**src/rtl/rtt_pkg.sv**
```systemverilog
`timescale 1ns / 1ps
// ----------------------------------------------------------------------------
// rtt_pkg: shared types and constants for the repeating timer table
// Kind and status codes, slot bookkeeping record and default sizes.
// ----------------------------------------------------------------------------
package rtt_pkg;

    localparam int DEF_TIMER_SLOTS = 16;
    localparam int DEF_TIME_WIDTH  = 32;

    // fire reports allowed per tick
    localparam int MAX_RESULTS = 16;
    localparam int FIRE_CNT_W  = $clog2(MAX_RESULTS + 1);

    localparam int HANDLE_W = 16;
    localparam int COUNT_W  = 16;
    localparam int IN_TIME_W = 32;

    localparam logic KIND_CREATE = 1'b0;
    localparam logic KIND_TICK   = 1'b1;

    localparam logic [1:0] STATUS_CREATED = 2'd0;
    localparam logic [1:0] STATUS_FULL    = 2'd1;
    localparam logic [1:0] STATUS_TICK    = 2'd2;

    // per-slot bookkeeping that does not depend on the time width
    typedef struct packed {
        logic                valid;
        logic [HANDLE_W-1:0] handle;
        logic [COUNT_W-1:0]  firings_left;
        logic [COUNT_W-1:0]  firings_done;
    } slot_meta_t;

    // what the slot unit did with the slot at the head of the chain
    typedef struct packed {
        logic fire;
        logic placed;
    } proc_stat_t;

endpackage

```
**src/rtl/rtt_cell.sv**
```systemverilog
`timescale 1ns / 1ps
// ----------------------------------------------------------------------------
// rtt_cell: one link of the slot chain
// Holds one timer slot and takes its neighbour's slot when the chain moves.
// ----------------------------------------------------------------------------
module rtt_cell #(
    parameter int TIME_WIDTH = rtt_pkg::DEF_TIME_WIDTH
) (
    input  logic                   clk,
    input  logic                   rst_n,
    input  logic                   shift,
    input  rtt_pkg::slot_meta_t    meta_in,
    input  logic [TIME_WIDTH-1:0]  time_left_in,
    input  logic [TIME_WIDTH-1:0]  reload_in,
    output rtt_pkg::slot_meta_t    meta_out,
    output logic [TIME_WIDTH-1:0]  time_left_out,
    output logic [TIME_WIDTH-1:0]  reload_out
);

    logic                  valid_reg;
    logic [rtt_pkg::HANDLE_W-1:0] handle_reg;
    logic [rtt_pkg::COUNT_W-1:0]  left_reg;
    logic [rtt_pkg::COUNT_W-1:0]  done_reg;
    logic [TIME_WIDTH-1:0] time_left_reg;
    logic [TIME_WIDTH-1:0] reload_reg;

    always_ff @(posedge clk or negedge rst_n)
    begin
        if (!rst_n)
        begin
            valid_reg <= 1'b0;
        end
        else if (shift)
        begin
            valid_reg <= meta_in.valid;
        end
    end

    always_ff @(posedge clk)
    begin
        if (shift)
        begin
            handle_reg    <= meta_in.handle;
            left_reg      <= meta_in.firings_left;
            done_reg      <= meta_in.firings_done;
            time_left_reg <= time_left_in;
            reload_reg    <= reload_in;
        end
    end

    always_comb
    begin
        meta_out.valid        = valid_reg;
        meta_out.handle       = handle_reg;
        meta_out.firings_left = left_reg;
        meta_out.firings_done = done_reg;
    end

    assign time_left_out = time_left_reg;
    assign reload_out    = reload_reg;

endmodule

```
**src/rtl/rtt_slot_proc.sv**
```systemverilog
`timescale 1ns / 1ps
// ----------------------------------------------------------------------------
// rtt_slot_proc: update of the slot leaving the head of the chain
// Counts a live timer down on a tick and fires it, or fills a free slot
// on a create.
// ----------------------------------------------------------------------------
module rtt_slot_proc #(
    parameter int TIME_WIDTH = rtt_pkg::DEF_TIME_WIDTH
) (
    input  logic                          kind,
    input  logic [TIME_WIDTH-1:0]         duration,
    input  logic [rtt_pkg::COUNT_W-1:0]   repeat_count,
    input  logic [TIME_WIDTH-1:0]         elapsed,
    input  logic [rtt_pkg::HANDLE_W-1:0]  next_handle,
    input  logic                          found,
    input  logic                          fire_limit,
    input  rtt_pkg::slot_meta_t           meta_in,
    input  logic [TIME_WIDTH-1:0]         time_left_in,
    input  logic [TIME_WIDTH-1:0]         reload_in,
    output rtt_pkg::slot_meta_t           meta_out,
    output logic [TIME_WIDTH-1:0]         time_left_out,
    output logic [TIME_WIDTH-1:0]         reload_out,
    output rtt_pkg::proc_stat_t           stat
);

    logic [TIME_WIDTH-1:0]       dec;
    logic [rtt_pkg::COUNT_W-1:0] left_m1;

    always_comb
    begin
        dec     = (time_left_in > elapsed) ? (time_left_in - elapsed) : '0;
        left_m1 = meta_in.firings_left - rtt_pkg::COUNT_W'(1);

        meta_out      = meta_in;
        time_left_out = time_left_in;
        reload_out    = reload_in;
        stat.fire     = 1'b0;
        stat.placed   = 1'b0;

        if (kind == rtt_pkg::KIND_CREATE)
        begin
            if (!found && !meta_in.valid)
            begin
                stat.placed           = 1'b1;
                meta_out.valid        = 1'b1;
                meta_out.handle       = next_handle;
                meta_out.firings_left = (repeat_count == '0) ?
                                        rtt_pkg::COUNT_W'(1) : repeat_count;
                meta_out.firings_done = '0;
                time_left_out         = duration;
                reload_out            = duration;
            end
        end
        else if (meta_in.valid)
        begin
            time_left_out = dec;
            if (dec == '0 && !fire_limit)
            begin
                stat.fire             = 1'b1;
                meta_out.firings_done = meta_in.firings_done + rtt_pkg::COUNT_W'(1);
                meta_out.firings_left = left_m1;
                if (left_m1 == '0)
                begin
                    meta_out.valid = 1'b0;
                end
                else
                begin
                    time_left_out = reload_in;
                end
            end
        end
    end

endmodule

```
**src/rtl/repeating_timer_table.sv**
```systemverilog
`timescale 1ns / 1ps
// ----------------------------------------------------------------------------
// repeating_timer_table: table of repeating countdown timers
// Slots sit in a ring of cells that turns once per command.
// ----------------------------------------------------------------------------
// Usage:
//   A command is taken when start is high and busy is low. kind selects a
//   create (duration, repeat_count) or a tick (elapsed microseconds).
//   The slot ring turns one slot per cycle through a single update unit, and
//   busy stays high from the accepting edge until the ring has turned and
//   the final beat is registered; with start held high the next one is
//   taken at the end of the first cycle with busy low.
//   Results appear as beats on status/handle/call_index/fired/last, each
//   marked by result_strobe for one cycle; last flags the final beat of a
//   command. A create gives one beat at the end. A tick gives one beat per
//   firing timer in ascending slot order (at most 16), the earlier ones while
//   the ring turns and the final one after it, or a single quiet beat.
//   The final beat is strobed in the first cycle with busy low.
//   The receiver cannot stall: every beat must be taken when strobed.
//   Reset empties every slot and clears the handle counter; no clearing
//   pass is needed, the block is ready straight after reset.
// ----------------------------------------------------------------------------
module repeating_timer_table #(
    parameter int TIMER_SLOTS = rtt_pkg::DEF_TIMER_SLOTS,
    parameter int TIME_WIDTH  = rtt_pkg::DEF_TIME_WIDTH
) (
    input  logic                                clk,
    input  logic                                rst_n,
    input  logic                                start,
    output logic                                busy,
    input  logic                                kind,
    input  logic [rtt_pkg::IN_TIME_W-1:0]       duration,
    input  logic [rtt_pkg::COUNT_W-1:0]         repeat_count,
    input  logic [rtt_pkg::IN_TIME_W-1:0]       elapsed,
    output logic                                result_strobe,
    output logic [1:0]                          status,
    output logic [rtt_pkg::HANDLE_W-1:0]        handle,
    output logic [rtt_pkg::COUNT_W-1:0]         call_index,
    output logic                                fired,
    output logic                                last
);

    localparam int STEP_W = (TIMER_SLOTS > 1) ? $clog2(TIMER_SLOTS) : 1;

    localparam logic [1:0] ST_IDLE = 2'd0;
    localparam logic [1:0] ST_RUN  = 2'd1;
    localparam logic [1:0] ST_DONE = 2'd2;

    logic [1:0]                     state_reg, state_next;
    logic [STEP_W-1:0]              step_reg, step_next;
    logic                           kind_reg;
    logic [TIME_WIDTH-1:0]          dur_reg;
    logic [rtt_pkg::COUNT_W-1:0]    reps_reg;
    logic [TIME_WIDTH-1:0]          el_reg;
    logic                           found_reg, found_next;
    logic [rtt_pkg::FIRE_CNT_W-1:0] fire_cnt_reg, fire_cnt_next;
    logic                           pend_reg, pend_next;
    logic [rtt_pkg::HANDLE_W-1:0]   pend_handle_reg, pend_handle_next;
    logic [rtt_pkg::COUNT_W-1:0]    pend_call_reg, pend_call_next;
    logic [rtt_pkg::HANDLE_W-1:0]   next_handle_reg, next_handle_next;

    logic                           strobe_reg, strobe_next;
    logic [1:0]                     status_reg, status_next;
    logic [rtt_pkg::HANDLE_W-1:0]   handle_reg, handle_next;
    logic [rtt_pkg::COUNT_W-1:0]    call_reg, call_next;
    logic                           fired_reg, fired_next;
    logic                           last_reg, last_next;

    logic                           accept;
    logic                           shift;
    logic                           fire_limit;

    rtt_pkg::slot_meta_t            meta_q [TIMER_SLOTS];
    logic [TIME_WIDTH-1:0]          tl_q   [TIMER_SLOTS];
    logic [TIME_WIDTH-1:0]          rl_q   [TIMER_SLOTS];

    rtt_pkg::slot_meta_t            proc_meta;
    logic [TIME_WIDTH-1:0]          proc_tl;
    logic [TIME_WIDTH-1:0]          proc_rl;
    rtt_pkg::proc_stat_t            proc_stat;

    assign busy       = (state_reg != ST_IDLE);
    assign accept     = start && !busy;
    assign shift      = (state_reg == ST_RUN);
    assign fire_limit = (fire_cnt_reg >= rtt_pkg::FIRE_CNT_W'(rtt_pkg::MAX_RESULTS));

    // ring of slot cells: head is cell 0, the updated slot re-enters at the tail
    genvar gi;
    generate
        for (gi = 0; gi < TIMER_SLOTS; gi++)
        begin : g_cell
            if (gi == TIMER_SLOTS - 1)
            begin : g_tail
                rtt_cell #(.TIME_WIDTH(TIME_WIDTH)) u_cell (
                    .clk           (clk),
                    .rst_n         (rst_n),
                    .shift         (shift),
                    .meta_in       (proc_meta),
                    .time_left_in  (proc_tl),
                    .reload_in     (proc_rl),
                    .meta_out      (meta_q[gi]),
                    .time_left_out (tl_q[gi]),
                    .reload_out    (rl_q[gi])
                );
            end
            else
            begin : g_body
                rtt_cell #(.TIME_WIDTH(TIME_WIDTH)) u_cell (
                    .clk           (clk),
                    .rst_n         (rst_n),
                    .shift         (shift),
                    .meta_in       (meta_q[gi+1]),
                    .time_left_in  (tl_q[gi+1]),
                    .reload_in     (rl_q[gi+1]),
                    .meta_out      (meta_q[gi]),
                    .time_left_out (tl_q[gi]),
                    .reload_out    (rl_q[gi])
                );
            end
        end
    endgenerate

    rtt_slot_proc #(.TIME_WIDTH(TIME_WIDTH)) u_proc (
        .kind          (kind_reg),
        .duration      (dur_reg),
        .repeat_count  (reps_reg),
        .elapsed       (el_reg),
        .next_handle   (next_handle_reg),
        .found         (found_reg),
        .fire_limit    (fire_limit),
        .meta_in       (meta_q[0]),
        .time_left_in  (tl_q[0]),
        .reload_in     (rl_q[0]),
        .meta_out      (proc_meta),
        .time_left_out (proc_tl),
        .reload_out    (proc_rl),
        .stat          (proc_stat)
    );

    always_comb
    begin
        state_next       = state_reg;
        step_next        = step_reg;
        found_next       = found_reg;
        fire_cnt_next    = fire_cnt_reg;
        pend_next        = pend_reg;
        pend_handle_next = pend_handle_reg;
        pend_call_next   = pend_call_reg;
        next_handle_next = next_handle_reg;

        strobe_next = 1'b0;
        status_next = rtt_pkg::STATUS_TICK;
        handle_next = '0;
        call_next   = '0;
        fired_next  = 1'b0;
        last_next   = 1'b0;

        unique case (state_reg)
            ST_IDLE:
            begin
                if (accept)
                begin
                    state_next    = ST_RUN;
                    step_next     = '0;
                    found_next    = 1'b0;
                    fire_cnt_next = '0;
                    pend_next     = 1'b0;
                end
            end
            ST_RUN:
            begin
                step_next = step_reg + STEP_W'(1);
                if (proc_stat.placed)
                begin
                    found_next = 1'b1;
                end
                if (proc_stat.fire)
                begin
                    // hold the newest firing back until we know whether it is the final beat
                    if (pend_reg)
                    begin
                        strobe_next = 1'b1;
                        status_next = rtt_pkg::STATUS_TICK;
                        handle_next = pend_handle_reg;
                        call_next   = pend_call_reg;
                        fired_next  = 1'b1;
                    end
                    pend_next        = 1'b1;
                    pend_handle_next = meta_q[0].handle;
                    pend_call_next   = meta_q[0].firings_done;
                    fire_cnt_next    = fire_cnt_reg + rtt_pkg::FIRE_CNT_W'(1);
                end
                if (step_reg == STEP_W'(TIMER_SLOTS - 1))
                begin
                    state_next = ST_DONE;
                end
            end
            ST_DONE:
            begin
                state_next  = ST_IDLE;
                strobe_next = 1'b1;
                last_next   = 1'b1;
                if (kind_reg == rtt_pkg::KIND_CREATE)
                begin
                    if (found_reg)
                    begin
                        status_next      = rtt_pkg::STATUS_CREATED;
                        handle_next      = next_handle_reg;
                        next_handle_next = next_handle_reg + rtt_pkg::HANDLE_W'(1);
                    end
                    else
                    begin
                        status_next = rtt_pkg::STATUS_FULL;
                    end
                end
                else if (pend_reg)
                begin
                    handle_next = pend_handle_reg;
                    call_next   = pend_call_reg;
                    fired_next  = 1'b1;
                end
            end
            default:
            begin
                state_next = ST_IDLE;
            end
        endcase
    end

    always_ff @(posedge clk or negedge rst_n)
    begin
        if (!rst_n)
        begin
            state_reg       <= ST_IDLE;
            step_reg        <= '0;
            found_reg       <= 1'b0;
            fire_cnt_reg    <= '0;
            pend_reg        <= 1'b0;
            next_handle_reg <= '0;
            strobe_reg      <= 1'b0;
        end
        else
        begin
            state_reg       <= state_next;
            step_reg        <= step_next;
            found_reg       <= found_next;
            fire_cnt_reg    <= fire_cnt_next;
            pend_reg        <= pend_next;
            next_handle_reg <= next_handle_next;
            strobe_reg      <= strobe_next;
        end
    end

    always_ff @(posedge clk)
    begin
        if (accept)
        begin
            kind_reg <= kind;
            dur_reg  <= TIME_WIDTH'(duration);
            reps_reg <= repeat_count;
            el_reg   <= TIME_WIDTH'(elapsed);
        end
        pend_handle_reg <= pend_handle_next;
        pend_call_reg   <= pend_call_next;
        status_reg      <= status_next;
        handle_reg      <= handle_next;
        call_reg        <= call_next;
        fired_reg       <= fired_next;
        last_reg        <= last_next;
    end

    assign result_strobe = strobe_reg;
    assign status        = status_reg;
    assign handle        = handle_reg;
    assign call_index    = call_reg;
    assign fired         = fired_reg;
    assign last          = last_reg;

endmodule
```
**config.mk**
```make
export PLATFORM = sky130hd
export DESIGN_NAME = repeating_timer_table
export DESIGN_NICKNAME = d
export VERILOG_FILES = /design/src/rtl/rtt_pkg.sv /design/src/rtl/rtt_cell.sv /design/src/rtl/rtt_slot_proc.sv /design/src/rtl/repeating_timer_table.sv
export SDC_FILE = /design/constraint.sdc
export NUM_CORES = 1
export LEC_CHECK = 0
export BUFFER_PORTS_ARGS = -buffer_cell sky130_fd_sc_hd__clkbuf_2
export CORE_MARGIN = 2
export CORE_UTILIZATION = 50
export CTS_CLUSTER_DIAMETER = 60
export CTS_CLUSTER_SIZE = 24
export DETAILED_ROUTE_END_ITERATION = 6
export HOLD_SLACK_MARGIN = 0.12
export PLACE_DENSITY = 0.66
export SLEW_MARGIN = 15
export SYNTH_ARGS = -nofsm -noshare
export SYNTH_HDL_FRONTEND = slang
export SYNTH_SLANG_ARGS = --single-unit
export TNS_END_PERCENT = 20
```
**constraint.sdc**
```tcl
create_clock -name clk -period 117.2 [get_ports clk]
set_clock_uncertainty 0.15 [all_clocks]
set_input_delay 5.86 -clock clk [delete_from_list [all_inputs] [get_ports clk]]
set_output_delay 5.86 -clock clk [all_outputs]
set_load 0.02 [all_outputs]
```
==> results.ini <==
[outcome]
status = finished, final reports clean

[clocking]
h-tree-depth = 3
cts_tree = done
hold_buffers = 0
clkTransAtPathRegs_ns = 0.08
cts.repair.resized = 0
numCtsBuffers = 116
root_buffer = clkbuf_16
cts.sinks = 1987
insertion_delay_ns = 0.75
postCtsSetupRepairBufs = 0
clk_path_buf_depth = 3

[timing]
timing.final.crit_period_ns = 8.087
maxSlewHeadroom_pct = 23.72
maxSlewViolCount = 0
fmax_mhz = 123.7
tightest_slew_ns = 1.144
fin_crit_sh_pct = 6.900
rsz0062_at_grt = false
fin_setup_tns_ns = 0
setup_viol = 0
final-hold-violation-count = 0

[worst_setup_path]
crit_path_max_fanout = 11
r2r_start = el_reg[0]$_DFFE_PP_
worstSetupStartpointType = flip-flop
crit_slowest_cell = ha_1
worstPathCellList = inv_1 -> ha_1 -> inv_1 -> clkbuf_2
worstPathArrival_ns = 2.08
required_ns = 111.19
crit_type = reg -> out
reg2regPathDepth = 14
critPathMaxStageDelay_ns = 0.43
r2r_end = g_cell[15].g_tail.u_cell.time_left_out[17]$_DFFE_PP_
ff2ff_setup_slack_ns = 111.28
cp_common_cell = inv_1
worstSetupEndpointType = primary output

[finish]
final_common_cell = edfxtp_1
area_growth_pct = 10.48
mostFrequentLayoutCells = 1,905 x edfxtp_1, 124 x clkbuf_16, 121 x clkbuf_2
drive_gt1_share_pct = 14.22
nets = 3329

[route]
drc = 0
vias = 26760
postRouteAntennaNets = 0
wire_per_inst_microns = 19.95
drtIter0Drc = 2756
postRouteWirelength_microns = 100600
first_pass_iters = 5
vias_per_cell = 5.308

[synthesis]
synth_top_area_share_pct = 86.91
synth-seq-cells = 1987
synth_top_cell_by_area = edfxtp_1
synth_flop_cell = edfxtp_1
netlist_area_sq_mm = 0.06582
yosysSeqAreaShare_pct = 89.76
syn_nets = 3134
avgSynthCellArea_sq_um = 21.89
synth_cells = 3007
synth_cell_types = 73
synth_area_leaders = edfxtp_1 87%, dfrtp_1 1.7%, dfxtp_1 1.1%
synth-edff-count = 1905
synth_async_sr_flop_share_pct = 2.315
yosys_warnings = 0

[power]
total_power_w = 0.002097
power_density_mw_per_mm2 = 28.83
ir_drop_v = 0.00003179
p_leak_nw = 24.54

[global_routing]
grt_pass1_wl_microns = 151100
grt_overflow_total = 0
grt_pass1_vias = 25430
grt_max_degree = 209
antenna_found_initial = 10
grt_usage_pct = 14.74

[floorplan]
io_pins = 122
die-area_sq_mm = 0.1346
core-area_sq_mm = 0.1311
initial_core_util_pct = 50.19
rows = 133
dieWidth_microns = 366.8
dieHeight_microns = 366.8

[placement]
portBuffers = 121
gp_congestion = 0.8839
hpwlAfterDp_microns = 59510

[job]
drv_cap = 0

[hold_path]
hold_depth = 0
hold_path_end = g_cell[7].g_body.u_cell.handle_reg[6]$_DFFE_PP_
hold_class = reg -> reg
hold_start = g_cell[8].g_body.u_cell.handle_reg[6]$_DFFE_PP_

-- worst max-delay path, delay by kind of cell, from the launching register on --
family	cells	cell delay, ns
adder cells (fa/ha/maj)	1	0.43
flip-flops	1	0.38
buffers and inverters	3	0.54
-- logic make-up (layout without fill, tap and decap cells) --
| logic type | after synthesis | after routing | share of synthesized area, % |
|---|---|---|---|
| AO/OA/AOI/OAI | 324 | 324 | 3.511 |
| XOR/XNOR | 42 | 42 | 0.5589 |
| adder cells (fa/ha/maj) | 43 | 43 | 0.8288 |
| buffers and inverters | 134 | 412 | 0.8212 |
| flip-flops | 1987 | 1987 | 89.76 |
| multiplexers | 90 | 90 | 1.487 |
| other | 0 | 1 | 0 |
| AND/OR/NAND/NOR | 387 | 387 | 3.038 |
-- cell usage after synthesis (14+ instances only) --
cell type and n:
a21o_1 14, o22ai_1 36, and3_1 22, a221oi_2 26, ha_1 42, dfrtp_1 46, o21ai_0 60, edfxtp_1 1905
nand4_1 28, nand3_1 45, nor3b_1 17, clkbuf_1 61, a211oi_1 28, nand2_1 102, nor2_1 84, xnor2_1 30
mux2_2 62, a31oi_1 15, nor3_1 14, dfxtp_1 36, a21oi_1 71, mux2i_1 28, inv_1 55
-- metal layers --
layer	track usage [%]	part of all wire, %	up-vias
li1	-	-	12260
met1	23.30	49	13670
met2	20.44	43	620
met3	3.004	5.3	200
met4	5.178	3.2	4
met5	0	0.027	-
-- per-stage QoR --
step	util (%)	cells	hold slack [ns]	setup WS, ns	cell area (sq um)
floorplan	-	3007	0.2503	70.42	65820
global route	55.45	5040	0.2595	108.89	72710
detailed placement	52.35	4839	0.2545	109.22	68650
global placement	52.35	4839	0.2502	109.33	68650
finish	55.45	5041	0.2580	109.11	72710
CTS	55.45	5040	0.2514	109.02	72710
-- worst max path at each step --
stage / startpoint / cells past startpoint / end
global route: state_reg[0]$_DFFE_PN0P_ / 4 / busy
finish: state_reg[1]$_DFFE_PN0P_ / 4 / busy
detailed placement: start / 3 / dur_reg[19]$_DFFE_PP_
floorplan: state_reg[0]$_DFFE_PN0P_ / 4 / call_index[10]$_DFF_P_
CTS: state_reg[0]$_DFFE_PN0P_ / 4 / busy
global placement: start / 3 / dur_reg[18]$_DFFE_PP_
-- power breakdown --
part / internal [W] / switching, W
Sequential: 0.00124 / 0.000102
Combinational: 0.0000741 / 0.000232
Clock: 0.000214 / 0.000233
-- cell type report --
| type | instances | area (sq um) |
|---|---|---|
| Timing Repair Buffer | 155 | 898.4 |
| Tap cell | 1755 | 2196 |
| Multi-Input combinational cell | 886 | 6272 |
| Inverter | 56 | 210.2 |
| Sequential cell | 1987 | 59080 |
| Clock buffer | 137 | 3152 |
| Fill cell | 9775 | 58420 |
| Clock inverter | 64 | 907.1 |
| Antenna cell | 1 | 2.502 |
Power figures use the tool's default switching activity.
